<file path="src/design/lru_replacement_state_defines.svh">
// assertion macros shared by the replacement state rtl
// no dependencies; each macro is empty when SYNTH is defined
`ifndef LRU_REPLACEMENT_STATE_DEFINES_SVH
`define LRU_REPLACEMENT_STATE_DEFINES_SVH
`ifndef SYNTH
`define LRS_ASSERT(lbl, prop, msg) \
	lbl: assert property (@(posedge clk) disable iff (!arst_n) prop) else $error(msg);
`define LRS_ASSERT_ALWAYS(lbl, prop, msg) \
	lbl: assert property (@(posedge clk) prop) else $error(msg);
`else
`define LRS_ASSERT(lbl, prop, msg)
`define LRS_ASSERT_ALWAYS(lbl, prop, msg)
`endif
`endif

</file>
<file path="src/design/lrs_ram.sv">
// generic single write port, single read port ram with registered read data
// no dependencies
module lrs_ram #(
	parameter int WIDTH = 8,
	parameter int DEPTH = 16
) (
	input  logic                                        clk,
	input  logic                                        we,
	input  logic [((DEPTH > 1) ? $clog2(DEPTH) : 1)-1:0] waddr,
	input  logic [WIDTH-1:0]                            wdata,
	input  logic                                        re,
	input  logic [((DEPTH > 1) ? $clog2(DEPTH) : 1)-1:0] raddr,
	output logic [WIDTH-1:0]                            rdata
);

	logic [WIDTH-1:0] mem_q [DEPTH];
	logic [WIDTH-1:0] rdata_q;

	always_ff @(posedge clk) begin
		if (we) begin
			mem_q[waddr] <= wdata;
		end
		if (re) begin
			rdata_q <= mem_q[raddr];
		end
	end

	assign rdata = rdata_q;

endmodule

</file>
<file path="config.mk">
export PLATFORM = sky130hd
export DESIGN_NAME = lrs_ram
export DESIGN_NICKNAME = d
export VERILOG_FILES = /design/src/design/lru_replacement_state_defines.svh /design/src/design/lrs_ram.sv
export SDC_FILE = /design/constraint.sdc
export NUM_CORES = 1
export LEC_CHECK = 0
export BUFFER_PORTS_ARGS = -buffer_cell sky130_fd_sc_hd__buf_2
export CAP_MARGIN = 25
export CORE_ASPECT_RATIO = 0.75
export CORE_MARGIN = 4
export CORE_UTILIZATION = 45
export DETAILED_ROUTE_END_ITERATION = 6
export GPL_ROUTABILITY_DRIVEN = 0
export GPL_TIMING_DRIVEN = 0
export SYNTH_ARGS = -nofsm -noshare
export SYNTH_HDL_FRONTEND = slang
export SYNTH_SLANG_ARGS = --single-unit
</file>
<file path="constraint.sdc">
create_clock -name clk -period 2.31 [get_ports clk]
set_input_delay 0.3465 -clock clk [delete_from_list [all_inputs] [get_ports clk]]
set_output_delay 0.3465 -clock clk [all_outputs]
set_load 0.01 [all_outputs]
</file>
After elaboration in Yosys (flattened, before gate mapping)
Memory sizes are Yosys's and may differ from the RTL's. A register that Yosys moved wholly into a read port is not among the register bits.
Cells that the tools add are included.
{"block": "word_totals", "reg_bits": 0, "ramBits": 128, "input_bits": 19, "out_inout_bits": 8, "word_cells": 3, "n_memories": 1}
{"block": "op_classes", "mux": 2}
{"memory": "mem_q", "depth": 16, "width": 8, "read_ports": 1, "rd_ports_with_merged_regs": 1, "wr": 1, "line_no": "lrs_ram.sv:16", "text": "logic [WIDTH-1:0] mem_q [DEPTH];"}
{"op": "$mux 1", "count": 2}

Depth between registers and ports, before layout
{"block": "depth", "ltp_word": 2, "mapped_depth": 5, "depth_no_buf": 3}

Least setup slack after synthesis
No wires, ideal clock.
{"block": "synth_path", "path_type": "input to register", "startpoint": "input waddr[2] (netlist name)", "endpoint": "memory mem_q[0][0], enable pin", "t_arrival_ns": 1.456, "required_ns": 1.927, "setup_slack_ns": 0.471, "cell_stages": 2, "cell_sequence": "or3b_2 -> nor3_1"}
{"element": "from (decl)", "line_no": "lrs_ram.sv:9", "text": "input logic [((DEPTH > 1) ? $clog2(DEPTH) : 1)-1:0] waddr,"}
{"element": "to (decl)", "line_no": "lrs_ram.sv:16"}
Straight into the memory's write port.

Worst setup path in the final report
{"block": "layout_path", "startpoint": "input waddr[2] (netlist name)", "endpoint": "memory mem_q[2][3], enable pin"}
Straight into the memory's write port.

==> flow_summary.toml <==
[critical_path]
cp.depth = 3
path_buf_inv = 1
critPathTopFamily = "simple AND/OR/NAND/NOR gates"
r2r-start = "mem_q[6][0]"
crit_chain = "buf_2, or3b_2, nor2_1"
path_max_fanout = 8
cp-endpoint = "mem_q[2][3]"
cp.required_ns = 2.33
max_stage_delay_ns = 0.70
reg2reg_depth = 3
crit_type = "input pin to flop"
rrSetupSlack_ns = 0.74
crit_path_end_kind = "flop"
r2r_end = "rdata[0]"
arrival_ns = 1.69
critPathLaunchType = "input pin"
cp-startpoint = "waddr[2]"
crit_slowest_cell = "nor2_1"

[clocking]
cts.reportedPaths.clkPinSlew_ns = 0.06
ctsHoldBuffers = 0
cts_resized = 0
htree_levels = 4
insertion_delay_ns = 0.40
postCtsSetupRepairBufs = 0
cts-root-buf = "clkbuf_16"
clock-sinks = 136
cts_buffers = 17
cts_buffer_depth = 2
cts_tree = "built"

[detailed_routing]
avgRoutedWirePerCell_microns = 24.7
wl_microns = 10600
drc_errors = 0
drt_iter0_markers = 237
postRouteAntennaNets = 0
dr.pass1.iters = 4
vias = 2448
via_per_inst = 5.69

[power]
p_sw_share_pct = 19.2
clkPwrFrac_pct = 48.4
p_int_mw = 4.79
pwr-share-comb_pct = 4.6
ir_worst_vdd_mv = 0.572
power_frac_seq_pct = 47.1
cellLeakagePower_nw = 2.08
power_switching_mw = 1.14
p_per_area_mw_per_mm2 = 959
p_total_mw = 5.94

[synthesis]
netlist_instances = 229
synth_nets = 248
async_flop_share_pct = 0
yosysTopAreaCell = "edfxtp_1"
ys_top_cells_by_area = "edfxtp_1 (78%), mux4_2 (7.8%), mux4_1 (7.0%)"
synth_warnings = 0
syn-cell-area_sq_mm = 0.00523
synthDistinctLibCells = 18
syn_area_per_cell_sq_um = 22.8
ys_ff_latch = 136
post-synth-top-area-fraction_pct = 78.1
ys_seq_area_share_pct = 78.1
synth_edf_count = 136
synth_most_common_cell = "edfxtp_1"
ys.flop_type = "edfxtp_1"
synthTopCellsByCount = "edfxtp_1 (136), mux4_2 (18), a22oi_1 (16), mux4_1 (14), nor2_1 (13)"

[flow_run]
maxCapViolations = 0

[sta]
min_period_ns = 1.67
rsz0062_at_grt = "false"
worstMarginPinSlew_ns = 0.894
fin_tns_setup_ns = 0
whs_ns = 0.291
setup_viol = 0
final_hold_viol_count = 0
slew_violations = 0
timing.fmax_mhz = 599
slew-limit-headroom_pct = 40.2
period_share_pct = 72.3
fin_skew_ns = 0.00828
setup_ws_ns = 0.639

[placement]
io_buffers = 25
dpl_cell_area_sq_mm = 0.00555
dp.cells = 398
pre_cts_slack_ns = 0.234
dp_hpwl_microns = 6830

[finish]
fin_cells = 430
syn_to_final_growth_pct = 18.4
nets = 296
antenna_cells = 0
finalInstanceArea_sq_mm = 0.00619
fin_util_pct = 55.5
layout-drive-gt1-share_pct = 29.7
fillers = 842
multi_input_area_sq_mm = 0.00106
seq_area_sq_mm = 0.00408

[worst_hold_path]
hold_path_class = "input pin to flop"
hold_path_depth = 1

[floorplan]
start_util_pct = 46.9
ios = 27
die_h_microns = 101
row_count = 33
die_x_microns = 132
dieArea_sq_mm = 0.0134
coreArea_sq_mm = 0.0111

[global_routing]
grt_pass1_vias = 2519
grtUsageTotal_pct = 16.9
grt.overflow.total = 0
antenna_found_initial = 0
grt_pass1_wl_microns = 15800
grt_max_degree = 17

[run_status]
status = "completed"
worst min path at each step:
stage,from,end,slack (ns)
after floorplan,wdata[0],mem_q[0][0],0.45
after global placement,re,rdata[1],0.70
final,re,rdata[1],0.29
after global routing,re,rdata[3],0.28
after detailed placement,re,rdata[1],0.70
after CTS,re,rdata[1],0.28
metal layers:
layer | vias to the layer above | GRT usage (%) | part of all wire, %
li1 | 1081 | - | -
met1 | 1289 | 25.2 | 46
met2 | 71 | 24.4 | 46
met3 | 7 | 4.32 | 8.1
met4 | 0 | 5.91 | 0.65
met5 | - | 0 | 0
state kept, by name, indices dropped and copies added, names as in the netlist:
| register | flops |
|---|---|
| mem_q | 128 |
| rdata | 8 |
worst register-to-register path, cell delays in order (launching register included):
cell      delay (ns)
edfxtp_1        0.37
mux4_1          0.57
a22oi_1         0.27
nand2_1         0.10
kinds of logic after synthesis:
kind of cell / count (synthesis) / synth area share [%]
buffers and inverters: 10 / 1.65
and+or+nand+nor: 35 / 3.14
AOI/OAI and AO/OA: 16 / 2.30
muxes: 32 / 14.8
DFF: 136 / 78.1
power by group through the flow:
| stage | combinational, mW | clock, mW | sequential (mW) |
|---|---|---|---|
| 2_1_floorplan | 0.140 | 0 | 2.85 |
| 3_3_place_gp | 0.267 | 0 | 2.84 |
| 3_5_place_dp | 0.275 | 0 | 2.84 |
| 4_1_cts | 0.276 | 2.92 | 2.79 |
| 5_1_grt | 0.294 | 3.05 | 2.80 |
| 6_report | 0.272 | 2.87 | 2.79 |
placed cells by master (no fill, tap or decap), types with 2 or more instances in the layout:
cell type and instances:
a22oi_1 16, buf_2 30, buf_4 3, buf_6 3, bufinv_16 5, clkbuf_16 17, clkdlybuf4s25_2 3, clkinv_1 3
clkinv_2 2, clkinv_4 3, edfxtp_1 136, mux4_1 14, mux4_2 18, nand2_1 9, nand2b_1 2, nand3b_1 2
nor2_1 13, nor3_1 4
layout make-up:
type,instances,area share (%)
Multi-Input combinational cell,83,17.1
Sequential cell,136,66.0
Clock buffer,18,6.94
Buffer,10,1.40
Timing Repair Buffer,29,2.43
Clock inverter,14,3.32
Tap cell,140,2.83
Power figures use the tool's default switching activity.
