--- src/design/lru_replacement_state_defines.svh ---
// assertion macros shared by the replacement state rtl
// no dependencies; each macro is empty when SYNTH is defined
`ifndef LRU_REPLACEMENT_STATE_DEFINES_SVH
`define LRU_REPLACEMENT_STATE_DEFINES_SVH
`ifndef SYNTH
`define LRS_ASSERT(lbl, prop, msg) \
	lbl: assert property (@(posedge clk) disable iff (!arst_n) prop) else $error(msg);
`define LRS_ASSERT_ALWAYS(lbl, prop, msg) \
	lbl: assert property (@(posedge clk) prop) else $error(msg);
`else
`define LRS_ASSERT(lbl, prop, msg)
`define LRS_ASSERT_ALWAYS(lbl, prop, msg)
`endif
`endif

--- src/design/lrs_pkg.sv ---
// package for the lru replacement state: field widths, codes and transaction types
// no dependencies
package lrs_pkg;

	localparam int DEF_SETS = 1024;
	localparam int DEF_WAYS = 16;

	localparam int CMD_W   = 2;
	localparam int SET_W   = 10;
	localparam int WAYF_W  = 4;
	localparam int VWAY_W  = 4;

	localparam int QDEPTH  = 2;
	localparam int QP_W    = (QDEPTH > 1) ? $clog2(QDEPTH) : 1;
	localparam int QCNT_W  = $clog2(QDEPTH + 1);

	localparam logic [CMD_W-1:0] CMD_VICTIM = 2'd0;
	localparam logic [CMD_W-1:0] CMD_HIT    = 2'd1;
	localparam logic [CMD_W-1:0] CMD_FILL   = 2'd2;

	typedef enum logic [1:0] {
		KIND_VICTIM = 2'd0,
		KIND_NOVIC  = 2'd1,
		KIND_HIT    = 2'd2,
		KIND_FILL   = 2'd3
	} kind_t;

	typedef struct packed {
		logic [CMD_W-1:0]  command;
		logic [SET_W-1:0]  set_index;
		logic [WAYF_W-1:0] way;
		logic              is_writeback;
	} request_t;

	typedef struct packed {
		logic [VWAY_W-1:0] victim_way;
		logic              victim_was_invalid;
		logic              no_victim;
	} result_t;

	typedef struct packed {
		kind_t             kind;
		logic [SET_W-1:0]  set_index;
		logic [WAYF_W-1:0] way;
	} op_t;

	typedef struct packed {
		logic valid;
		op_t  op;
	} queue_head_t;

	typedef struct packed {
		logic pop;
		logic clearing;
	} back_status_t;

endpackage

--- src/design/lrs_back.sv ---
// back end: clears the set rows after reset, then reads one set row per operation, rewriting it for hits and fills
// depends on lrs_pkg and lru_replacement_state_defines.svh
`include "lru_replacement_state_defines.svh"
module lrs_back import lrs_pkg::*; #(
	parameter int SETS = DEF_SETS,
	parameter int WAYS = DEF_WAYS,
	localparam int WAY_W  = $clog2(WAYS),
	localparam int AGE_W  = WAY_W,
	localparam int ROW_W  = WAYS * (AGE_W + 1),
	localparam int SET_AW = (SETS > 1) ? $clog2(SETS) : 1
) (
	input  logic              clk,
	input  logic              arst_n,
	input  queue_head_t       head,
	output back_status_t      status,
	output logic              ram_we,
	output logic [SET_AW-1:0] ram_waddr,
	output logic [ROW_W-1:0]  ram_wdata,
	output logic              ram_re,
	output logic [SET_AW-1:0] ram_raddr,
	input  logic [ROW_W-1:0]  ram_rdata,
	output logic              done,
	output result_t           result
);

	typedef enum logic [2:0] {
		ST_CLEAR = 3'b001,
		ST_READ  = 3'b010,
		ST_EXEC  = 3'b100
	} state_t;

	state_t            state_q;
	logic [SET_AW-1:0] clr_cnt_q;
	op_t               op_q;
	logic              done_q;
	result_t           result_q;

	logic [AGE_W-1:0] rd_age [WAYS];
	logic             rd_valid [WAYS];
	logic [ROW_W-1:0] reset_row;
	logic [ROW_W-1:0] new_row;
	logic [WAY_W-1:0] way_idx;
	logic [AGE_W-1:0] ref_age;
	logic             inv_found;
	logic [WAY_W-1:0] inv_idx;
	logic             old_found;
	logic [WAY_W-1:0] old_idx;
	logic             is_update;
	logic             is_victim;
	result_t          result_d;

	always_comb begin
		for (int i = 0; i < WAYS; i++) begin
			rd_age[i]   = ram_rdata[i*AGE_W +: AGE_W];
			rd_valid[i] = ram_rdata[WAYS*AGE_W + i];
			reset_row[i*AGE_W +: AGE_W] = AGE_W'(i);
			reset_row[WAYS*AGE_W + i]   = 1'b0;
		end
	end

	// promotion of the accessed way
	always_comb begin
		way_idx = WAY_W'(op_q.way);
		ref_age = rd_age[way_idx];
		for (int i = 0; i < WAYS; i++) begin
			if (way_idx == WAY_W'(i)) begin
				new_row[i*AGE_W +: AGE_W] = '0;
			end else if (rd_age[i] < ref_age) begin
				new_row[i*AGE_W +: AGE_W] = AGE_W'(rd_age[i] + 1'b1);
			end else begin
				new_row[i*AGE_W +: AGE_W] = rd_age[i];
			end
			new_row[WAYS*AGE_W + i] = rd_valid[i] ||
				(op_q.kind == KIND_FILL && way_idx == WAY_W'(i));
		end
	end

	// victim search, lowest way first
	always_comb begin
		inv_found = 1'b0;
		inv_idx   = '0;
		old_found = 1'b0;
		old_idx   = '0;
		for (int i = WAYS - 1; i >= 0; i--) begin
			if (!rd_valid[i]) begin
				inv_found = 1'b1;
				inv_idx   = WAY_W'(i);
			end
			if (rd_age[i] == AGE_W'(WAYS - 1)) begin
				old_found = 1'b1;
				old_idx   = WAY_W'(i);
			end
		end
		result_d = '{victim_way: '0, victim_was_invalid: 1'b0, no_victim: 1'b1};
		if (op_q.kind == KIND_VICTIM) begin
			if (inv_found) begin
				result_d = '{victim_way: VWAY_W'(inv_idx), victim_was_invalid: 1'b1,
					no_victim: 1'b0};
			end else if (old_found) begin
				result_d = '{victim_way: VWAY_W'(old_idx), victim_was_invalid: 1'b0,
					no_victim: 1'b0};
			end
		end
	end

	assign is_update = op_q.kind == KIND_HIT || op_q.kind == KIND_FILL;
	assign is_victim = op_q.kind == KIND_VICTIM || op_q.kind == KIND_NOVIC;

	always_comb begin
		status.clearing = state_q == ST_CLEAR;
		status.pop      = state_q == ST_READ && head.valid;
		ram_re          = status.pop;
		ram_raddr       = SET_AW'(head.op.set_index);
		ram_we          = 1'b0;
		ram_waddr       = SET_AW'(op_q.set_index);
		ram_wdata       = new_row;
		unique case (state_q)
			ST_CLEAR: begin
				ram_we    = 1'b1;
				ram_waddr = clr_cnt_q;
				ram_wdata = reset_row;
			end
			ST_EXEC: begin
				ram_we = is_update;
			end
			default: begin
				ram_we = 1'b0;
			end
		endcase
	end

	always_ff @(posedge clk or negedge arst_n) begin
		if (!arst_n) begin
			state_q   <= ST_CLEAR;
			clr_cnt_q <= '0;
			done_q    <= 1'b0;
		end else begin
			done_q <= 1'b0;
			unique case (state_q)
				ST_CLEAR: begin
					clr_cnt_q <= SET_AW'(clr_cnt_q + 1'b1);
					if (clr_cnt_q == SET_AW'(SETS - 1)) begin
						state_q <= ST_READ;
					end
				end
				ST_READ: begin
					if (head.valid) begin
						state_q <= ST_EXEC;
					end
				end
				ST_EXEC: begin
					done_q  <= is_victim;
					state_q <= ST_READ;
				end
				default: begin
					state_q <= ST_CLEAR;
				end
			endcase
		end
	end

	always_ff @(posedge clk) begin
		if (status.pop) begin
			op_q <= head.op;
		end
		if (state_q == ST_EXEC) begin
			result_q <= result_d;
		end
	end

	assign done   = done_q;
	assign result = result_q;

	`LRS_ASSERT(a_done_after_exec, done_q |-> $past(state_q == ST_EXEC), "result without operation")
	`LRS_ASSERT(a_no_write_in_read, ram_we |-> state_q != ST_READ, "row write while reading")
	`LRS_ASSERT(a_novic_zero, done_q && result_q.no_victim |-> result_q.victim_way == '0 && !result_q.victim_was_invalid, "no victim with way set")

endmodule

--- config.mk ---
export PLATFORM = sky130hd
export DESIGN_NAME = lrs_back
export DESIGN_NICKNAME = d
export VERILOG_FILES = /design/src/design/lrs_pkg.sv /design/src/design/lrs_back.sv
export VERILOG_INCLUDE_DIRS = /design/src /design/src/design
export SDC_FILE = /design/constraint.sdc
export NUM_CORES = 1
export LEC_CHECK = 0
export BUFFER_PORTS_ARGS = -buffer_cell sky130_fd_sc_hd__buf_2
export CORE_AREA = 5 5 107 109
export DETAILED_ROUTE_END_ITERATION = 7
export DIE_AREA = 0 0 112 114
export GPL_ROUTABILITY_DRIVEN = 0
export GPL_TIMING_DRIVEN = 0
export HOLD_SLACK_MARGIN = 0.12
export PLACE_DENSITY = 0.91
export SETUP_SLACK_MARGIN = 0.02
export SLEW_MARGIN = 20
export SYNTH_ARGS = -nofsm -noshare
export SYNTH_HDL_FRONTEND = slang
export SYNTH_SLANG_ARGS = --single-unit
export TNS_END_PERCENT = 30
--- constraint.sdc ---
create_clock -name clk -period 6.4 [get_ports clk]
set_input_delay 0.32 -clock clk [delete_from_list [all_inputs] [get_ports clk]]
set_output_delay 0.32 -clock clk [all_outputs]
set_load 0.02 [all_outputs]
# Yosys cells after proc, flatten, opt, wreduce, memory -nomap -nowiden
# Index checks and enable logic that the tools add are counted.
[word_totals]
ff_bits = 36
input_bits = 99
output_inout_bits = 111
wordCells = 230
[classes]
n_addsub = 17
magnitude_cmp = 17
eq_ne = 40
muxes = 108
bitwise = 1
n_reduce_logical = 38
[ops]
columns = ["cell", "n"]
rows = [
  ["$mux W4", 66],
  ["$eq A4 B4 Y1 const B", 24],
  ["$mux W80", 1],
  ["$add A4 B1 Y4 const B", 16],
  ["$lt A4 B4 Y1", 16],
  ["$mux W1", 33],
  ["$logic_or A1 B1 Y1", 18],
  ["$logic_and A1 B1 Y1", 17],
  ["$bmux W4 S4", 1],
  ["$eq A4 B3 Y1 const B", 4],
  ["$mux W6", 2],
  ["$add A10 B1 Y10 const B", 1],
  ["$eq A10 B10 Y1 const B", 1],
  ["$mux W10", 1],
  ["$pmux W3 S3", 1],
  ["$eq A4 B2 Y1 const B", 2],
  ["$mux W3", 2],
  ["$ge A5 B5 Y1 const B", 1],
  ["$not A4 Y5", 1],
  ["$eq A2 B2 Y1 const B", 2],
  ["$eq A4 B1 Y1 const B", 1],
  ["$logic_not A4 Y1", 1],
  ["$eq A3 B1 Y1 const B", 1],
  ["$eq A3 B2 Y1 const B", 1],
  ["7 further kinds", 7],
]

# Longest topological paths before layout
[logic_depth]
depth_word = 19
mapped_depth = 13
ltp_nobuf = 10

# Worst setup path after synthesis
# OpenSTA, ideal clock, no wires.
[synth_path]
path_type = "register to output"
startpoint = "reg op_q, in the netlist way_idx[0]"
endpoint = "out ram_wdata[48]"
t_arrival_ps = 4235
required_ps = 6080
slack_ps = 1845
path_stages_with_launch = 13
n_path_buf = 3
cell_sequence = "edfxtp_1 buf_6 buf_6 buf_2 mux4_2 mux4_2 inv_1 ha_1 a21o_1 a211oi_1 a21oi_2 nor2b_1 a2111oi_0"
[synth_via]
elab_chain_len = 8
elab_cells_between_ends = 9
classes_between = "order compare: 1; eq/ne: 1; mux: 6; bitwise: 1"
[synth_rtl]
columns = ["item", "line", "source"]
rows = [
  ["from (decl)", "lrs_back.sv:34", "op_t op_q;"],
  ["from (signal assigned)", "lrs_back.sv:164", "op_q <= head.op;"],
  ["$not A4 Y5 (not written as such)", "lrs_back.sv:64", "ref_age = rd_age[way_idx];"],
  ["$bmux W4 S4", "lrs_back.sv:64", ""],
  ["$mux W4 (not written as such) (2 in series)", "lrs_back.sv:64", ""],
  ["$lt A4 B4 Y1", "lrs_back.sv:68", "end else if (rd_age[i] < ref_age) begin"],
  ["$mux W4", "lrs_back.sv:68", ""],
  ["$mux W4 (*)", "lrs_back.sv:66", "if (way_idx == WAY_W'(i)) begin"],
  ["$mux W80 (*)", "lrs_back.sv:117", "unique case (state_q)"],
  ["to (decl)", "lrs_back.sv:18", "output logic [ROW_W-1:0] ram_wdata,"],
]
# Mark *: on every way between the ends. The rest lies on a longest branch, timed or not. The select of a mux whose other input is x is not followed.

# Final worst setup path
[layout_path]
startpoint = "reg op_q, in the netlist way_idx[1]"
endpoint = "out ram_wdata[2]"
# The elaborated chain is that of the path after synthesis.

==> metrics <==
Synth area leader ha_1; outcome finished, final reports clean; Post-Synthesis Cells 699; Synth top area share 14.3%; overall power consumption approximately 2 mW; root buffer cell clkbuf_8; Syn Std Cell Area between 0.005 and 0.006 sq mm; CTS sink count 36; Core Region about 0.011 sq mm; worst hold path type primary input to register; Initial DRC Count between 600 and 700; pin count of the biggest net entering global routing 17; Main synth FF type edfxtp_1; Tmin final ~5.2 ns; Max Slew Vio Count 0; Worst setup SP type register; I/O Buffers 209; CTS Buf Count 5; drt first pass iters 6; Seq cells post-synth 36; Initial Util around 54%; Die Wd 112 microns; DR WL/cell 19.2 microns; Area contributors post-synth ha_1 (14%), edfxtp_1 (12%), mux4_2 (6.7%); clock latency on the worst-skew pair 0.30 ns; distinct cell type count after synthesis 70; Slew headroom between 30% and 40%; CP Data Arrival Time about 4.9 ns; PD cells approximately 290 mW/mm^2; GRT Util Overall 29.9%; TritonCTS clock tree done; area of the multi-input gates around 0.0044 sq mm; FFs w/ async S/R, synth 38.9%; R2R Path Start state_q[0]; post-DP HPWL 16,300 microns; Worst setup EP type output port; DIE HEIGHT around 110 microns; RSZ-0062 raised after global routing no; Crit Path Class register to output port; Diodes inserted 0; synthesis-to-finish area growth 23.9%; maximum clock frequency ~0.19 GHz; IO Pins between 200 and 250; htree depth 2; R2R Setup Slk approximately 3.8 ns; share of post-route cells with drive strength above 1 30.5%; number of synthesized flops with an enable pin 22; initial antenna violation count 0; CTS clock-pin slew for the worst setup and hold paths around 0.08 ns; Yosys warning count 0; Final Instance Area roughly 0.0070 sq mm; Setup-failing EPs final 0; total gr overflow 0; ratio of final minimum period to clock period 82.0%; Row Count 38; die area ~0.013 sq mm; Longest Clk Path Bufs 2; Worst-Margin Slew roughly 0.99 ns; Synth Area per Inst 8.12 sq um; via count a little under 7,000; post-route ant nets 0; Post-CTS Setup Bufs 0; Critical path origin way_idx[1]; sequential-to-total area share from yosys stat between 10% and 20%; Pleak ~3.4 nW; nets@finish ~1,100; Via density 6.36; VDD IR max between 0.15 and 0.2 mV; Post-Route Skew about 0.011 ns; Residual DRC 0; Filler cells around 910; Required @ worst endpoint ~6.1 ns; Max-Cap Viols 0; Fin. Hold Viols 0; syn_nets between 800 and 900; Sequential cell area slightly above 0.001 sq mm; Setup TNS Final 0 ns; placed cell area between 0.006 and 0.007 sq mm; drt total wl between 20,000 and 25,000 microns; worst-path fanout max 16; global-route wire length before repair between 30,000 and 40,000 microns; vias in the first global route approximately 6,300; hold path startpoint head[1]
-- cells in the mapped netlist (3+ instances only) --
master / count
nand2_1: 77
ha_1: 65
nor2_1: 61
a21oi_1: 46
nand3_1: 34
o21ai_0: 29
o21ai_1: 24
nor3_1: 23
xor2_1: 23
edfxtp_1: 22
a21o_1: 21
mux4_2: 17
nand4_1: 17
mux2i_1: 16
buf_4: 15
inv_1: 14
dfrtp_1: 13
nand2b_1: 13
clkbuf_1: 12
and3_1: 11
xnor2_1: 11
o211ai_1: 10
a211oi_1: 8
nor2b_1: 8
and2_1: 7
a221oi_1: 6
a31oi_1: 6
o21a_1: 6
or2_2: 5
or3_1: 5
buf_1: 4
nand3b_1: 4
nor3b_1: 4
a2111oi_0: 3
a21oi_2: 3
buf_2: 3
mux2_2: 3
nor4_1: 3
nor4b_1: 3
o311ai_0: 3
o41ai_1: 3
-- layout by cell type, fill, tap and decap left out, types with 4 or more instances in the layout --
cell	Yosys	final
nand2b_1	13	13
clkbuf_8	0	5
o211ai_1	10	10
nor3_1	23	23
nand3_1	34	34
mux2i_1	16	16
edfxtp_1	22	22
nor2_1	61	61
ha_1	65	65
and2_1	7	7
and3_1	11	11
a211oi_1	8	8
dfrtp_1	13	13
a21oi_1	46	46
buf_4	15	16
buf_2	3	212
xor2_1	23	23
o21a_1	6	6
inv_1	14	14
o21ai_0	29	29
or2_2	5	5
a221oi_1	6	6
or3_1	5	5
clkbuf_1	12	13
nor2b_1	8	8
nand4_1	17	17
nand2_1	77	77
a31oi_1	6	6
nand3b_1	4	4
o21ai_1	24	24
buf_1	4	4
a21o_1	21	21
xnor2_1	11	11
mux4_2	17	17
-- power by group --
part           internal [mW]  switching, mW  total [mW]
Combinational          0.518           1.00        1.52
Clock                  0.116         0.0897       0.205
Sequential             0.284         0.0313       0.316
-- timing repair --
| action | 4_1_cts | 5_1_grt |
|---|---|---|
| endpoints found under the hold margin | 13 | 0 |
| hold buffers | 1 | 0 |
| gates resized for setup | 0 | 0 |
-- layout make-up --
| type | count | share of cell area, % |
|---|---|---|
| Buffer | 36 | 2.99 |
| Clock buffer | 6 | 1.03 |
| Clock inverter | 2 | 0.498 |
| Inverter | 15 | 0.800 |
| Multi-Input combinational cell | 612 | 62.7 |
| Sequential cell | 36 | 14.4 |
| Tap cell | 140 | 2.49 |
| Timing Repair Buffer | 211 | 15.1 |
-- critical path, cell delays in order (launching register included) --
cell and delay [ns]:
edfxtp_1 0.47, buf_2 0.32, buf_1 0.52, mux4_2 0.44
mux4_2 0.50, inv_1 0.55, ha_1 0.37, a21o_1 0.18
a211o_1 0.28, a221oi_1 0.45, o21ai_1 0.13, xor2_1 0.16
nor2_1 0.08, buf_2 0.17
-- registers in the layout, indices dropped and copies added, names as in the netlist --
register,flops
op_q,12
result,6
way_idx,4
state_q,3
done,1
clr_cnt_q,10
-- through the flow --
| step | hold WS (ns) | cells | util (%) | worst slack [ns] |
|---|---|---|---|---|
| floorplan | 0.0244 | 699 | - | 1.85 |
| global placement | 0.236 | 1048 | 65.7 | 1.71 |
| CTS | 0.187 | 1058 | 66.9 | 1.27 |
| global route | 0.184 | 1058 | 66.9 | 0.947 |
| finish | 0.185 | 1058 | 66.9 | 1.15 |
| detailed placement | 0.248 | 1049 | 65.8 | 1.61 |
-- routing by layer --
metal  track usage [%]  share of wire (%)
met5                 0                  0
met4              14.1                5.3
met3              5.36                 10
met2              50.5                 46
met1              37.3                 38
-- path summary, 6_finish.rpt --
path	to	cells past startpoint
worst min-delay path	way_idx[1]	1
worst min register to register	clr_cnt_q[7]	1
min in group asynchronous	clr_cnt_q[4]	2
max in group asynchronous	state_q[0]	2
worst max register to register	clr_cnt_q[9]	8
worst max-delay path	ram_wdata[2]	13
-- logic make-up (layout without fill, tap and decap cells) --
group           Yosys count  count (layout)  share of synthesized area [%]
buf+inv                  51             270                           4.69
simple gates            283             283                           24.7
flops                    36              36                           17.8
mux                      39              39                           11.0
compound gates          191             191                           22.2
fa+ha+maj                65              65                           14.3
xor+xnor                 34              34                           5.24
Power figures use the tool's default switching activity.
