`config.mk`:
```
export PLATFORM = sky130hd
export DESIGN_NAME = lrs_front
export DESIGN_NICKNAME = d
export VERILOG_FILES = /design/src/design/lrs_pkg.sv /design/src/design/lrs_front.sv
export VERILOG_INCLUDE_DIRS = /design/src /design/src/design
export SDC_FILE = /design/constraint.sdc
export NUM_CORES = 1
export LEC_CHECK = 0
export ABC_AREA = 1
export BUFFER_PORTS_ARGS = -buffer_cell sky130_fd_sc_hd__buf_2
export CAP_MARGIN = 10
export CORE_ASPECT_RATIO = 2
export CORE_MARGIN = 1.5
export CORE_UTILIZATION = 50
export CTS_BUF_LIST = sky130_fd_sc_hd__clkbuf_4 sky130_fd_sc_hd__clkbuf_8
export DETAILED_ROUTE_END_ITERATION = 16
export HOLD_SLACK_MARGIN = 0.02
export PLACE_DENSITY_LB_ADDON = 0.08
export SLEW_MARGIN = 5
export SYNTH_ARGS = -nofsm -noshare
export SYNTH_HDL_FRONTEND = slang
export SYNTH_SLANG_ARGS = --single-unit
```
`constraint.sdc`:
```
create_clock -name clk -period 5.3 [get_ports clk]
set_input_delay 1.06 -clock clk [delete_from_list [all_inputs] [get_ports clk]]
set_output_delay 1.06 -clock clk [all_outputs]
set_load 0.01 [all_outputs]
```
`src/design/lru_replacement_state_defines.svh`:
```
// assertion macros shared by the replacement state rtl
// no dependencies; each macro is empty when SYNTH is defined
`ifndef LRU_REPLACEMENT_STATE_DEFINES_SVH
`define LRU_REPLACEMENT_STATE_DEFINES_SVH
`ifndef SYNTH
`define LRS_ASSERT(lbl, prop, msg) \
	lbl: assert property (@(posedge clk) disable iff (!arst_n) prop) else $error(msg);
`define LRS_ASSERT_ALWAYS(lbl, prop, msg) \
	lbl: assert property (@(posedge clk) prop) else $error(msg);
`else
`define LRS_ASSERT(lbl, prop, msg)
`define LRS_ASSERT_ALWAYS(lbl, prop, msg)
`endif
`endif

```
`src/design/lrs_pkg.sv`:
```
// package for the lru replacement state: field widths, codes and transaction types
// no dependencies
package lrs_pkg;

	localparam int DEF_SETS = 1024;
	localparam int DEF_WAYS = 16;

	localparam int CMD_W   = 2;
	localparam int SET_W   = 10;
	localparam int WAYF_W  = 4;
	localparam int VWAY_W  = 4;

	localparam int QDEPTH  = 2;
	localparam int QP_W    = (QDEPTH > 1) ? $clog2(QDEPTH) : 1;
	localparam int QCNT_W  = $clog2(QDEPTH + 1);

	localparam logic [CMD_W-1:0] CMD_VICTIM = 2'd0;
	localparam logic [CMD_W-1:0] CMD_HIT    = 2'd1;
	localparam logic [CMD_W-1:0] CMD_FILL   = 2'd2;

	typedef enum logic [1:0] {
		KIND_VICTIM = 2'd0,
		KIND_NOVIC  = 2'd1,
		KIND_HIT    = 2'd2,
		KIND_FILL   = 2'd3
	} kind_t;

	typedef struct packed {
		logic [CMD_W-1:0]  command;
		logic [SET_W-1:0]  set_index;
		logic [WAYF_W-1:0] way;
		logic              is_writeback;
	} request_t;

	typedef struct packed {
		logic [VWAY_W-1:0] victim_way;
		logic              victim_was_invalid;
		logic              no_victim;
	} result_t;

	typedef struct packed {
		kind_t             kind;
		logic [SET_W-1:0]  set_index;
		logic [WAYF_W-1:0] way;
	} op_t;

	typedef struct packed {
		logic valid;
		op_t  op;
	} queue_head_t;

	typedef struct packed {
		logic pop;
		logic clearing;
	} back_status_t;

endpackage

```
`src/design/lrs_front.sv`:
```
// front end: takes requests, sorts them into operations and queues those kept for the back end
// depends on lrs_pkg and lru_replacement_state_defines.svh
`include "lru_replacement_state_defines.svh"
module lrs_front import lrs_pkg::*; #(
	parameter int SETS = DEF_SETS,
	parameter int WAYS = DEF_WAYS
) (
	input  logic         clk,
	input  logic         arst_n,
	input  logic         start,
	output logic         busy,
	input  request_t     request,
	input  back_status_t status,
	output queue_head_t  head
);

	op_t               fifo_q [QDEPTH];
	logic [QP_W-1:0]   wr_ptr_q;
	logic [QP_W-1:0]   rd_ptr_q;
	logic [QCNT_W-1:0] count_q;

	logic  set_bad;
	logic  way_bad;
	logic  keep;
	kind_t kind;
	logic  push;

	always_comb begin
		set_bad = 32'(request.set_index) >= 32'(SETS);
		way_bad = 32'(request.way) >= 32'(WAYS);
		unique case (request.command)
			CMD_VICTIM: begin
				keep = 1'b1;
				kind = set_bad ? KIND_NOVIC : KIND_VICTIM;
			end
			CMD_HIT: begin
				keep = !set_bad && !way_bad && !request.is_writeback;
				kind = KIND_HIT;
			end
			CMD_FILL: begin
				keep = !set_bad && !way_bad;
				kind = KIND_FILL;
			end
			default: begin
				keep = 1'b0;
				kind = KIND_VICTIM;
			end
		endcase
	end

	assign busy = (count_q == QCNT_W'(QDEPTH)) || status.clearing;
	assign push = start && !busy && keep;

	assign head.valid = count_q != '0;
	assign head.op    = fifo_q[rd_ptr_q];

	always_ff @(posedge clk) begin
		if (push) begin
			fifo_q[wr_ptr_q] <= '{kind: kind, set_index: request.set_index, way: request.way};
		end
	end

	always_ff @(posedge clk or negedge arst_n) begin
		if (!arst_n) begin
			wr_ptr_q <= '0;
			rd_ptr_q <= '0;
			count_q  <= '0;
		end else begin
			if (push) begin
				wr_ptr_q <= (wr_ptr_q == QP_W'(QDEPTH - 1)) ? '0 : QP_W'(wr_ptr_q + 1'b1);
			end
			if (status.pop) begin
				rd_ptr_q <= (rd_ptr_q == QP_W'(QDEPTH - 1)) ? '0 : QP_W'(rd_ptr_q + 1'b1);
			end
			if (push && !status.pop) begin
				count_q <= QCNT_W'(count_q + 1'b1);
			end else if (!push && status.pop) begin
				count_q <= QCNT_W'(count_q - 1'b1);
			end
		end
	end

	`LRS_ASSERT_ALWAYS(a_count_bound, count_q <= QCNT_W'(QDEPTH), "queue count beyond depth")
	`LRS_ASSERT(a_push_fills, push |=> count_q != '0, "queued operation lost")

endmodule

```
* After elaboration in Yosys (flattened, before gate mapping) *
Memory sizes are Yosys's and may differ from the RTL's.
Index checks and enable logic that the tools add are counted.

storage, ports and cells
  bits in registers = 4
  bits of input ports = 22
  memories kept = 1
  word-level logic and storage cells = 32
  memory bits (writable) = 32
  output and inout port bits = 18

memories
  name    depth  width  rd ports  clocked after Yosys merged registers in  wr ports  RTL line         RTL
  fifo_q  2      16     1         0                                        1         lrs_front.sv:17  op_t fifo_q [QDEPTH];

cells by class
  equal/unequal tests = 3
  multiplexer cells = 8
  add/sub/neg operators = 4
  reductions and logical operators = 13

operators by type and width
  cell                                                  count
  equality test 2 bit (second input constant)           2
  logical AND 1 bit                                     4
  zero test 1 bit                                       4
  two-way mux 1 bit                                     4
  two-way mux 2 bit                                     2
  one-hot mux 2 bit (2 select lines)                    1
  nonzero test 2 bit                                    2
  adder 1 bit (second input constant)                   2
  adder 2 x 1 -> 2 bit (second input constant)          1
  equality test 2 x 1 -> 1 bit (second input constant)  1
  zero test 2 bit                                       1
  one-hot mux 1 bit (2 select lines)                    1
  OR reduction 2 bit                                    1
  subtractor 2 x 1 -> 2 bit (second input constant)     1
  logical OR 1 bit                                      1

* Longest topological paths before layout *
Gate-level depths: netlist of run 1.

  depth after elaboration = 9
  depth in mapped cells = 11
  gate-level depth less buffers = 11

* Worst setup path after synthesis of run 1 *
Ideal clock, no wire load.

  path type = input-to-reg
  start = input port request[15] (netlist name)
  end = memory fifo_q[1][0] (netlist name) (enable)
  stages on the path = 6
  path slack = 2.709 ns
  required time = 4.911 ns
  setup time = 0.389 ns
  arrival = 2.203 ns
  buffers on the path = 0
  cell sequence = inv_1 ha_1 nor2_1 nand2_1 nand3_1 nor2_1

between the ends
  cells in the longest elaborated chain, start to end = 6
  elaborated cells on any way between the ends = 8
  those cells by class = 2 x eq/ne; 3 x mux; 3 x reduce/logical

ends and longest elaborated chain
  element                                                 RTL line         RTL
  start, declared                                         lrs_front.sv:12  input request_t request,
  equality test 2 bit or zero test 2 bit (tied branches)  lrs_front.sv:31  unique case (request.command)
  OR reduction 2 bit (no source line)                     --
  one-hot mux 1 bit (2 select lines) (*)                  lrs_front.sv:31
  logical AND 1 bit (*)                                   lrs_front.sv:52  assign push = start && !busy && keep;
  two-way mux 1 bit (*)                                   lrs_front.sv:58  if (push) begin
  two-way mux 1 bit (not written as such) (*)             lrs_front.sv:59  fifo_q[wr_ptr_q] <= '{kind: kind, set_index: request.set_index, way: request.way};
  end, declared                                           lrs_front.sv:17

Mark *: on every way between the ends. The rest lies on a longest branch, timed or not.

==> parameters.txt, run 1 <==
Parameter                              Value

Global routing
  Maximum number of pins on one net before global-route repair    18
  Sum of overflow across all layers after global routing    0
  Combined global-route utilization of all metal layers    15.2%
  Wire length of the first global-routing pass    3730 µm
  Initial antenna violation count    0
  Vias in the first global route    around 840

Synthesis
  Post-synthesis share of cell area spent on xor and xnor gates    1.73%
  Synthesized instance count    89
  Synth Register Bits    36
  Share of synthesized cell area in and, or, nand and nor gates    3.71%
  Proportion of synthesized chip area in sequential cells    around 70%
  Count of synthesis-stage warnings from yosys    0
  Syn nets    117
  Fraction of the mapped netlist area in compound gates    0.577%
  Syn Std Cell Area    1520 µm²
  Post-synthesis area per instance    17.1 µm²
  Largest family of logic cells by synthesized area    multiplexers
  Distinct cell type count of the synthesized netlist    16
  Post-synthesis mux area share    about 14%
  Fraction of the mapped netlist area in adder cells    4.95%

Timing
  Final setup TNS    0 ns
  Unrepaired setup endpoints after global routing    no
  Share of the cycle needed by the critical path after routing    52.8%
  Count of pins over their slew limit    0
  Setup violators final    0
  Transition at the pin with the smallest max-transition slack    about 0.85 ns
  Total count of hold-check failures in the final report    0
  Highest achievable clock rate    357 MHz
  Clock period minus worst slack    2.80 ns
  Setup skew after layout    0.00304 ns
  Worst slew margin    43.0%

Final layout
  Count of fill cells added during filler insertion    232
  Antenna diode count    0
  FF/Latch Area    1060 µm²
  Layout Cells excl Fill    165
  Number of nets in the layout    162
  Layout overhead on the synthesized area    20.2%
  Area occupied by multi-input gates    380 µm²
  Ratio of cells with drive above 1 in the final layout    48.1%

Setup path
  Type of origin of the critical path    flip-flop
  Launch point of the worst reg-to-reg path    count_q[0]
  Critical-path cell with the highest stage delay    sky130_fd_sc_hd__dfrtp_1
  Kind of critical path    flip-flop to output pin
  CP Cell Sequence    mux2_2, buf_2
  Critical Path End Type    output pin
  Data arrival, critical path    1.74 ns
  Crit-path max FO    17
  Worst setup path start    rd_ptr_q
  Max incr delay on CP    approximately 0.9 ns
  Endpoint required time on the critical path    around 4.2 ns

Floorplan
  Starting Density    52.2%
  Std cell rows    28
  IO Pins    40
  Overall die area    3390 µm²
  Die Height    80.9 µm
  Die span in x    42.0 µm
  Core Box Area    just under 3000 µm²

Pwr
  Total power divided by cell area    between 400 and 500 nW/µm²
  Max VDD drop    roughly 0.25 mV
  Power, Total    0.774 mW
  P_leak    0.802 nW

Route
  Count of nets left with antenna violations after detail routing    0
  Number of DRC markers in iteration 0    13
  Total iterations of the first detailed-routing run    3
  Number of remaining DRC errors    0
  Mean number of vias per cell    slightly below 5
  Vias    820
  Routed WL    2300 µm
  Average routed wire per standard cell    13.9 µm

CTS
  Post-CTS setup buffer count    0
  Count of clock tree sinks    36
  H-tree Lvls    2
  Maximum number of buffers from clock root to sink    2
  Total clock buffers created by CTS    5
  Register clock-pin slew on the reported worst setup and hold paths    about 0.060 ns
  Latest clock arrival within the worst-skew pair    0.28 ns
  # hold bufs at CTS    0
  Number of resized instances in the post-cts repair step    0
  Root buffer cell    sky130_fd_sc_hd__clkbuf_8
  CTS tree    done

Placed design
  Placed Instances    157
  HPWL Detailed    ~1700 µm
  Routability congestion estimate    approximately 0.58
  Input/output buffers    39

Min path
  Hold/Removal Path Class    flip-flop to flip-flop
  Launch instance of the worst min-delay path    wr_ptr_q

Status
  Status    completed

Flow run
  Number of max-cap violations    0
[power by group]
| part | internal [mW] | leakage, nW | switching [mW] |
|---|---|---|---|
| clock | 0.116 | 0.0523 | 0.0873 |
| sequential | 0.339 | 0.337 | 0.0423 |
| combinational | 0.112 | 0.413 | 0.0775 |
[kinds of logic after synthesis]
kind of cell             Yosys count
adder cells (fa/ha/maj)            6
buffers and inverters             14
XOR/XNOR                           3
multiplexers                      16
flip-flops                        36
AND/OR/NAND/NOR                   13
AO/OA/AOI/OAI                      1
[cell usage after synthesis]
cell type                  number  area share, %
sky130_fd_sc_hd__ha_1           6            4.9
sky130_fd_sc_hd__nand3_1        1           0.33
sky130_fd_sc_hd__nor2_1         3           0.74
sky130_fd_sc_hd__xor2_1         2            1.2
sky130_fd_sc_hd__dfrtp_1        4            6.6
sky130_fd_sc_hd__inv_1         12            3.0
sky130_fd_sc_hd__a21oi_2        1           0.58
sky130_fd_sc_hd__mux2_2         7            5.2
sky130_fd_sc_hd__mux2_4         9            8.9
sky130_fd_sc_hd__buf_6          1           0.74
sky130_fd_sc_hd__nand2_1        7            1.7
sky130_fd_sc_hd__xnor2_1        1           0.58
sky130_fd_sc_hd__buf_12         1            1.3
sky130_fd_sc_hd__nand4_1        1           0.41
sky130_fd_sc_hd__edfxtp_1      32             63
sky130_fd_sc_hd__nand3b_1       1           0.49
[per-layer routing]
metal / wire length, µm / up-vias / track usage (%)
li1: - / 401 / -
met1: 802 / 384 / 15.0
met2: 1310 / 29 / 26.9
met3: 134 / 6 / 5.78
met4: 55 / 0 / 7.74
met5: 0 / - / 0
[state kept, by name, summed over array words and instances, names as in the netlist]
signal and flops:
rd_ptr_q 1, count_q 2, wr_ptr_q 1, fifo_q 32
[layout by cell type (no fill, tap or decap), types with 2 or more instances in the layout]
master / instances
sky130_fd_sc_hd__buf_2: 39
sky130_fd_sc_hd__clkbuf_4: 2
sky130_fd_sc_hd__clkbuf_8: 6
sky130_fd_sc_hd__dfrtp_1: 4
sky130_fd_sc_hd__edfxtp_1: 32
sky130_fd_sc_hd__ha_1: 6
sky130_fd_sc_hd__inv_1: 12
sky130_fd_sc_hd__mux2_2: 7
sky130_fd_sc_hd__mux2_4: 9
sky130_fd_sc_hd__nand2_1: 7
sky130_fd_sc_hd__nor2_1: 3
sky130_fd_sc_hd__xor2_1: 2
[path summary, 6_finish.rpt]
| check | to | slack (ns) | cells after the start |
|---|---|---|---|
| worst min register to register | wr_ptr_q | 0.47 | 2 |
| max in group asynchronous | count_q[0] | 4.60 | 1 |
| worst min-delay path | wr_ptr_q | 0.47 | 2 |
| worst max-delay path | head[5] | 2.50 | 2 |
| worst max register to register | fifo_q[0][9] | 3.68 | 4 |
| min in group asynchronous | rd_ptr_q | 0.58 | 1 |
[area by class of cell]
| type | instances | area share, % |
|---|---|---|
| sequential | 36 | 58.2 |
| multi-input combinational | 39 | 20.9 |
| timing repair buffer | 40 | 11.1 |
| clock buffer | 8 | 5.35 |
| inverter | 12 | 2.47 |
| tap | 30 | 2.06 |
[critical path: cells and delay by family, from the launching register on]
family / cells / cell delay (ns)
flip-flops: 1 / 0.90
multiplexers: 1 / 0.42
buffers and inverters: 1 / 0.14
[metrics by stage]
step	utilization (%)	hold WS, ns	instance area, µm²	worst slack [ns]
after floorplan	-	0.442	1520	2.71
after global placement	59.4	0.453	1730	2.77
after detailed placement	59.4	0.459	1730	2.73
after CTS	62.7	0.476	1820	2.46
after global routing	62.7	0.522	1820	2.40
final	62.7	0.470	1820	2.50
Note: power is estimated with default switching activity, not from simulation.
==> run 2, diff against run 1 <==
--- a/config.mk
+++ b/config.mk
@@ -6,7 +6,7 @@
 export SDC_FILE = /design/constraint.sdc
 export NUM_CORES = 1
 export LEC_CHECK = 0
-export ABC_AREA = 1
+export ABC_AREA = 0
 export BUFFER_PORTS_ARGS = -buffer_cell sky130_fd_sc_hd__buf_2
 export CAP_MARGIN = 10
 export CORE_ASPECT_RATIO = 2
==> constraint.sdc (replaced) <==
create_clock -name clk -period 2.7 [get_ports clk]
set_input_delay 0.54 -clock clk [delete_from_list [all_inputs] [get_ports clk]]
set_output_delay 0.54 -clock clk [all_outputs]
set_load 0.01 [all_outputs]
==> run 2 against run 1 <==
- combinational power up 71%
- non-clock buffer count up 1
- critical path depth unchanged
- die area fell by 3.0%
- critical path type unchanged
- critical endpoint is now head[15]
- largest power group unchanged
==> parameters.txt, run 2 <==
Parameter                              Value

Status
  Status    completed (unchanged)

Setup path
  Type of origin of the critical path    flip-flop (unchanged)
  CP Cell Sequence    mux2_1, buf_2 (was mux2_2, buf_2)
  Data arrival, critical path    1.62 ns (was 1.74 ns)
  Kind of critical path    flip-flop to output pin (unchanged)
  R2R depth    4 (unchanged)
  Endpoint required time on the critical path    2.16 ns (was 4.24 ns)
  CP Buf/Inv Count    1 (unchanged)
  Crit-path max FO    17 (unchanged)
  Critical Path End Type    output pin (unchanged)
  Stages on worst setup path    2 (unchanged)
  Max incr delay on CP    0.80 ns (was 0.90 ns)
  Critical-path cell with the highest stage delay    sky130_fd_sc_hd__dfrtp_1 (unchanged)
  Largest delay share family, worst path    flip-flops (unchanged)

Final layout
  Ratio of cells with drive above 1 in the final layout    41.6% (was 48.1%)
  Highest-count cells in the layout ignoring fill and taps    sky130_fd_sc_hd__buf_2 (39), sky130_fd_sc_hd__edfxtp_1 (32), sky130_fd_sc_hd__mux2_1 (16) (was sky130_fd_sc_hd__buf_2 (39), sky130_fd_sc_hd__edfxtp_1 (32), sky130_fd_sc_hd__inv_1 (12))
  Max FFs per register    32 (unchanged)
  Layout overhead on the synthesized area    23.7% (was 20.2%)
  Antenna diode count    0 (unchanged)
  Design Area, Final    1820 µm² (about the same)
  Layout Cells excl Fill    154 (was 165)
  Commonest non-fill, non-tap cell in the layout    sky130_fd_sc_hd__buf_2 (unchanged)
  Number of nets in the layout    152 (was 162)
  Most flop-heavy register    fifo_q (unchanged)
  Leading registers by flop count    fifo_q: 32 flops, count_q: 2 flops (unchanged)
  Final Util    65.6% (was 62.7%)

CTS
  Maximum number of buffers from clock root to sink    2 (unchanged)
  # hold bufs at CTS    0 (unchanged)
  H-tree Lvls    2 (unchanged)
  Count of clock tree sinks    36 (unchanged)
  Register clock-pin slew on the reported worst setup and hold paths    0.07 ns (was 0.06 ns)
  CTS tree    done (unchanged)
  Latest clock arrival within the worst-skew pair    0.29 ns (was 0.28 ns)
  Total clock buffers created by CTS    5 (unchanged)
  Number of resized instances in the post-cts repair step    0 (unchanged)
  Root buffer cell    sky130_fd_sc_hd__clkbuf_8 (unchanged)
  Post-CTS setup buffer count    0 (unchanged)

Synthesis
  Area share of the leading cell type in the synthesized netlist    65.4% (was 63.3%)
  Synth Register Bits    36 (unchanged)
  Post-synth ARST share    11.1% (unchanged)
  Cell with the most instances after synthesis    sky130_fd_sc_hd__edfxtp_1 (unchanged)
  Distinct cell type count of the synthesized netlist    16 (unchanged)
  Syn Std Cell Area    1470 µm² (was 1520 µm²)
  Main area contributors after synthesis    sky130_fd_sc_hd__edfxtp_1 (65%), sky130_fd_sc_hd__mux2_1 (12%), sky130_fd_sc_hd__dfrtp_1 (6.8%) (was sky130_fd_sc_hd__edfxtp_1 (63%), sky130_fd_sc_hd__mux2_4 (8.9%), sky130_fd_sc_hd__dfrtp_1 (6.6%))
  Proportion of synthesized chip area in sequential cells    72.2% (was 69.9%)
  Synthesized instance count    78 (was 89)
  Most instantiated cells after synthesis    sky130_fd_sc_hd__edfxtp_1 (32), sky130_fd_sc_hd__mux2_1 (16), sky130_fd_sc_hd__ha_1 (6) (was sky130_fd_sc_hd__edfxtp_1 (32), sky130_fd_sc_hd__inv_1 (12), sky130_fd_sc_hd__mux2_4 (9))
  Count of synthesis-stage warnings from yosys    0 (unchanged)
  Count of flip-flops with a built-in enable after synthesis    32 (unchanged)
  Syn nets    106 (was 117)
  Library cell with the largest summed area after synthesis    sky130_fd_sc_hd__edfxtp_1 (unchanged)
  Post-synthesis area per instance    18.8 µm² (was 17.1 µm²)
  Primary flip-flop cell chosen by synthesis mapping    sky130_fd_sc_hd__edfxtp_1 (unchanged)

Pwr
  Total power divided by cell area    841 nW/µm² (was 424 nW/µm²)
  P_leak    0.732 nW (was 0.802 nW)
  Max VDD drop    0.552 mV (was 0.254 mV)

Placed design
  Post-Place Cell Area    1710 µm² (was 1730 µm²)
  Placed Instances    146 (was 157)
  Input/output buffers    39 (unchanged)
  Routability congestion estimate    0.586 (was 0.584)
  HPWL Detailed    1700 µm (about the same)

Timing
  Unrepaired setup endpoints after global routing    no (unchanged)
  Setup violators final    0 (unchanged)
  Worst slew margin    53.3% (was 43.0%)
  Highest achievable clock rate    around 460 MHz
  Clock period minus worst slack    between 2 and 2.5 ns
  Final setup TNS    0 ns (unchanged)
  Transition at the pin with the smallest max-transition slack    0.700 ns (was 0.855 ns)
  Count of pins over their slew limit    0 (unchanged)
  Share of the cycle needed by the critical path after routing    79.9%
  Total count of hold-check failures in the final report    0 (unchanged)
  Setup skew after layout    0.00844 ns (was 0.00304 ns)

Floorplan
  Overall die area    3290 µm² (was 3390 µm²)
  Std cell rows    27 (was 28)
  Starting Density    53.1% (was 52.2%)
  Die span in x    41.3 µm (was 42.0 µm)
  Core Box Area    2770 µm² (was 2910 µm²)
  IO Pins    40 (unchanged)
  Die Height    79.7 µm (was 80.9 µm)

Route
  Vias    766 (was 820)
  Number of remaining DRC errors    0 (unchanged)
  Total iterations of the first detailed-routing run    4 (was 3)
  Count of nets left with antenna violations after detail routing    0 (unchanged)
  Number of DRC markers in iteration 0    12 (was 13)
  Average routed wire per standard cell    15.3 µm (was 13.9 µm)
  Mean number of vias per cell    4.97 (about the same)
  Routed WL    2360 µm (was 2300 µm)

Global routing
  Combined global-route utilization of all metal layers    17.1% (was 15.2%)
  Vias in the first global route    770 (was 842)
  Initial antenna violation count    0 (unchanged)
  Sum of overflow across all layers after global routing    0 (unchanged)
  Wire length of the first global-routing pass    3510 µm (was 3730 µm)
  Maximum number of pins on one net before global-route repair    18 (unchanged)

Min path
  Hold/Removal Path Class    input port to async pin (was flip-flop to flip-flop)

Flow run
  Number of max-cap violations    0 (unchanged)
## run 2: cell count changes in the layout (fill, tap and decap cells not counted), moves of 2 or more
cell	change
sky130_fd_sc_hd__clkbuf_4	-2
sky130_fd_sc_hd__inv_1	-9
sky130_fd_sc_hd__mux2_1	+16
sky130_fd_sc_hd__mux2_2	-7
sky130_fd_sc_hd__mux2_4	-9
sky130_fd_sc_hd__nand2_1	-7
sky130_fd_sc_hd__or2_1	+2
sky130_fd_sc_hd__xor2_1	+2
## run 2: power breakdown
| part | internal (mW) | switching [mW] | total [mW] |
|---|---|---|---|
| registers | 0.666 | 0.0787 | 0.745 |
| logic | 0.174 | 0.149 | 0.323 |
| clock network | 0.273 | 0.188 | 0.461 |
## run 2: final cells by class
class / instances / area [µm²]
clock inverter: 3 / 42.5
timing repair buffer: 41 / 210
inverter: 3 / 11.3
fill: 208 / 952
multi-input combinational: 37 / 388
clock buffer: 5 / 68.8
tap: 29 / 36.3
sequential: 36 / 1060
## run 2: kinds of logic (layout without fill, tap and decap cells)
group	after synthesis	count (layout)	share of synthesized area, %
muxes	16	16	12.3
adders and majority gates	6	6	5.11
DFF	36	36	72.2
and+or+nand+nor	9	9	4.17
AOI/OAI and AO/OA	1	1	1.87
xor gates and xnor gates	5	5	2.98
buffers and inverters	5	52	1.45
## run 2: final timing paths
path                             start            end  slack [ns]
max                           rd_ptr_q       head[15]        0.54
min                             arst_n     count_q[1]        0.04
max reg2reg                 count_q[1]   fifo_q[0][4]        0.99
max in group asynchronous       arst_n     count_q[0]        2.54
min reg2reg                   wr_ptr_q       wr_ptr_q        0.49
min in group clk           request[14]  fifo_q[0][13]        0.44
## run 2: layer usage
metal / GRT usage, % / share of wire, % / routed length (µm)
met5: 0 / 0 / 0
met4: 10.6 / 3.0 / 70
met3: 5.85 / 5.7 / 135
met2: 27.0 / 55 / 1300
met1: 17.9 / 36 / 855
## run 2: worst register-to-register path, delay by kind of cell, from the launching register on
kind | cells | cell delay, ns
DFF | 1 | 0.40
AOI/OAI and AO/OA | 1 | 0.36
and+or+nand+nor | 2 | 0.37
buffers and inverters | 1 | 0.25
## run 2: through the flow
step	setup WS [ns]	power, mW	hold slack (ns)
floorplan	0.248	0.955	0.244
global placement	0.553	1.07	0.350
detailed placement	0.501	1.09	0.351
CTS	0.502	1.55	0.0329
global route	0.429	1.60	0.0358
finish	0.542	1.53	0.0373
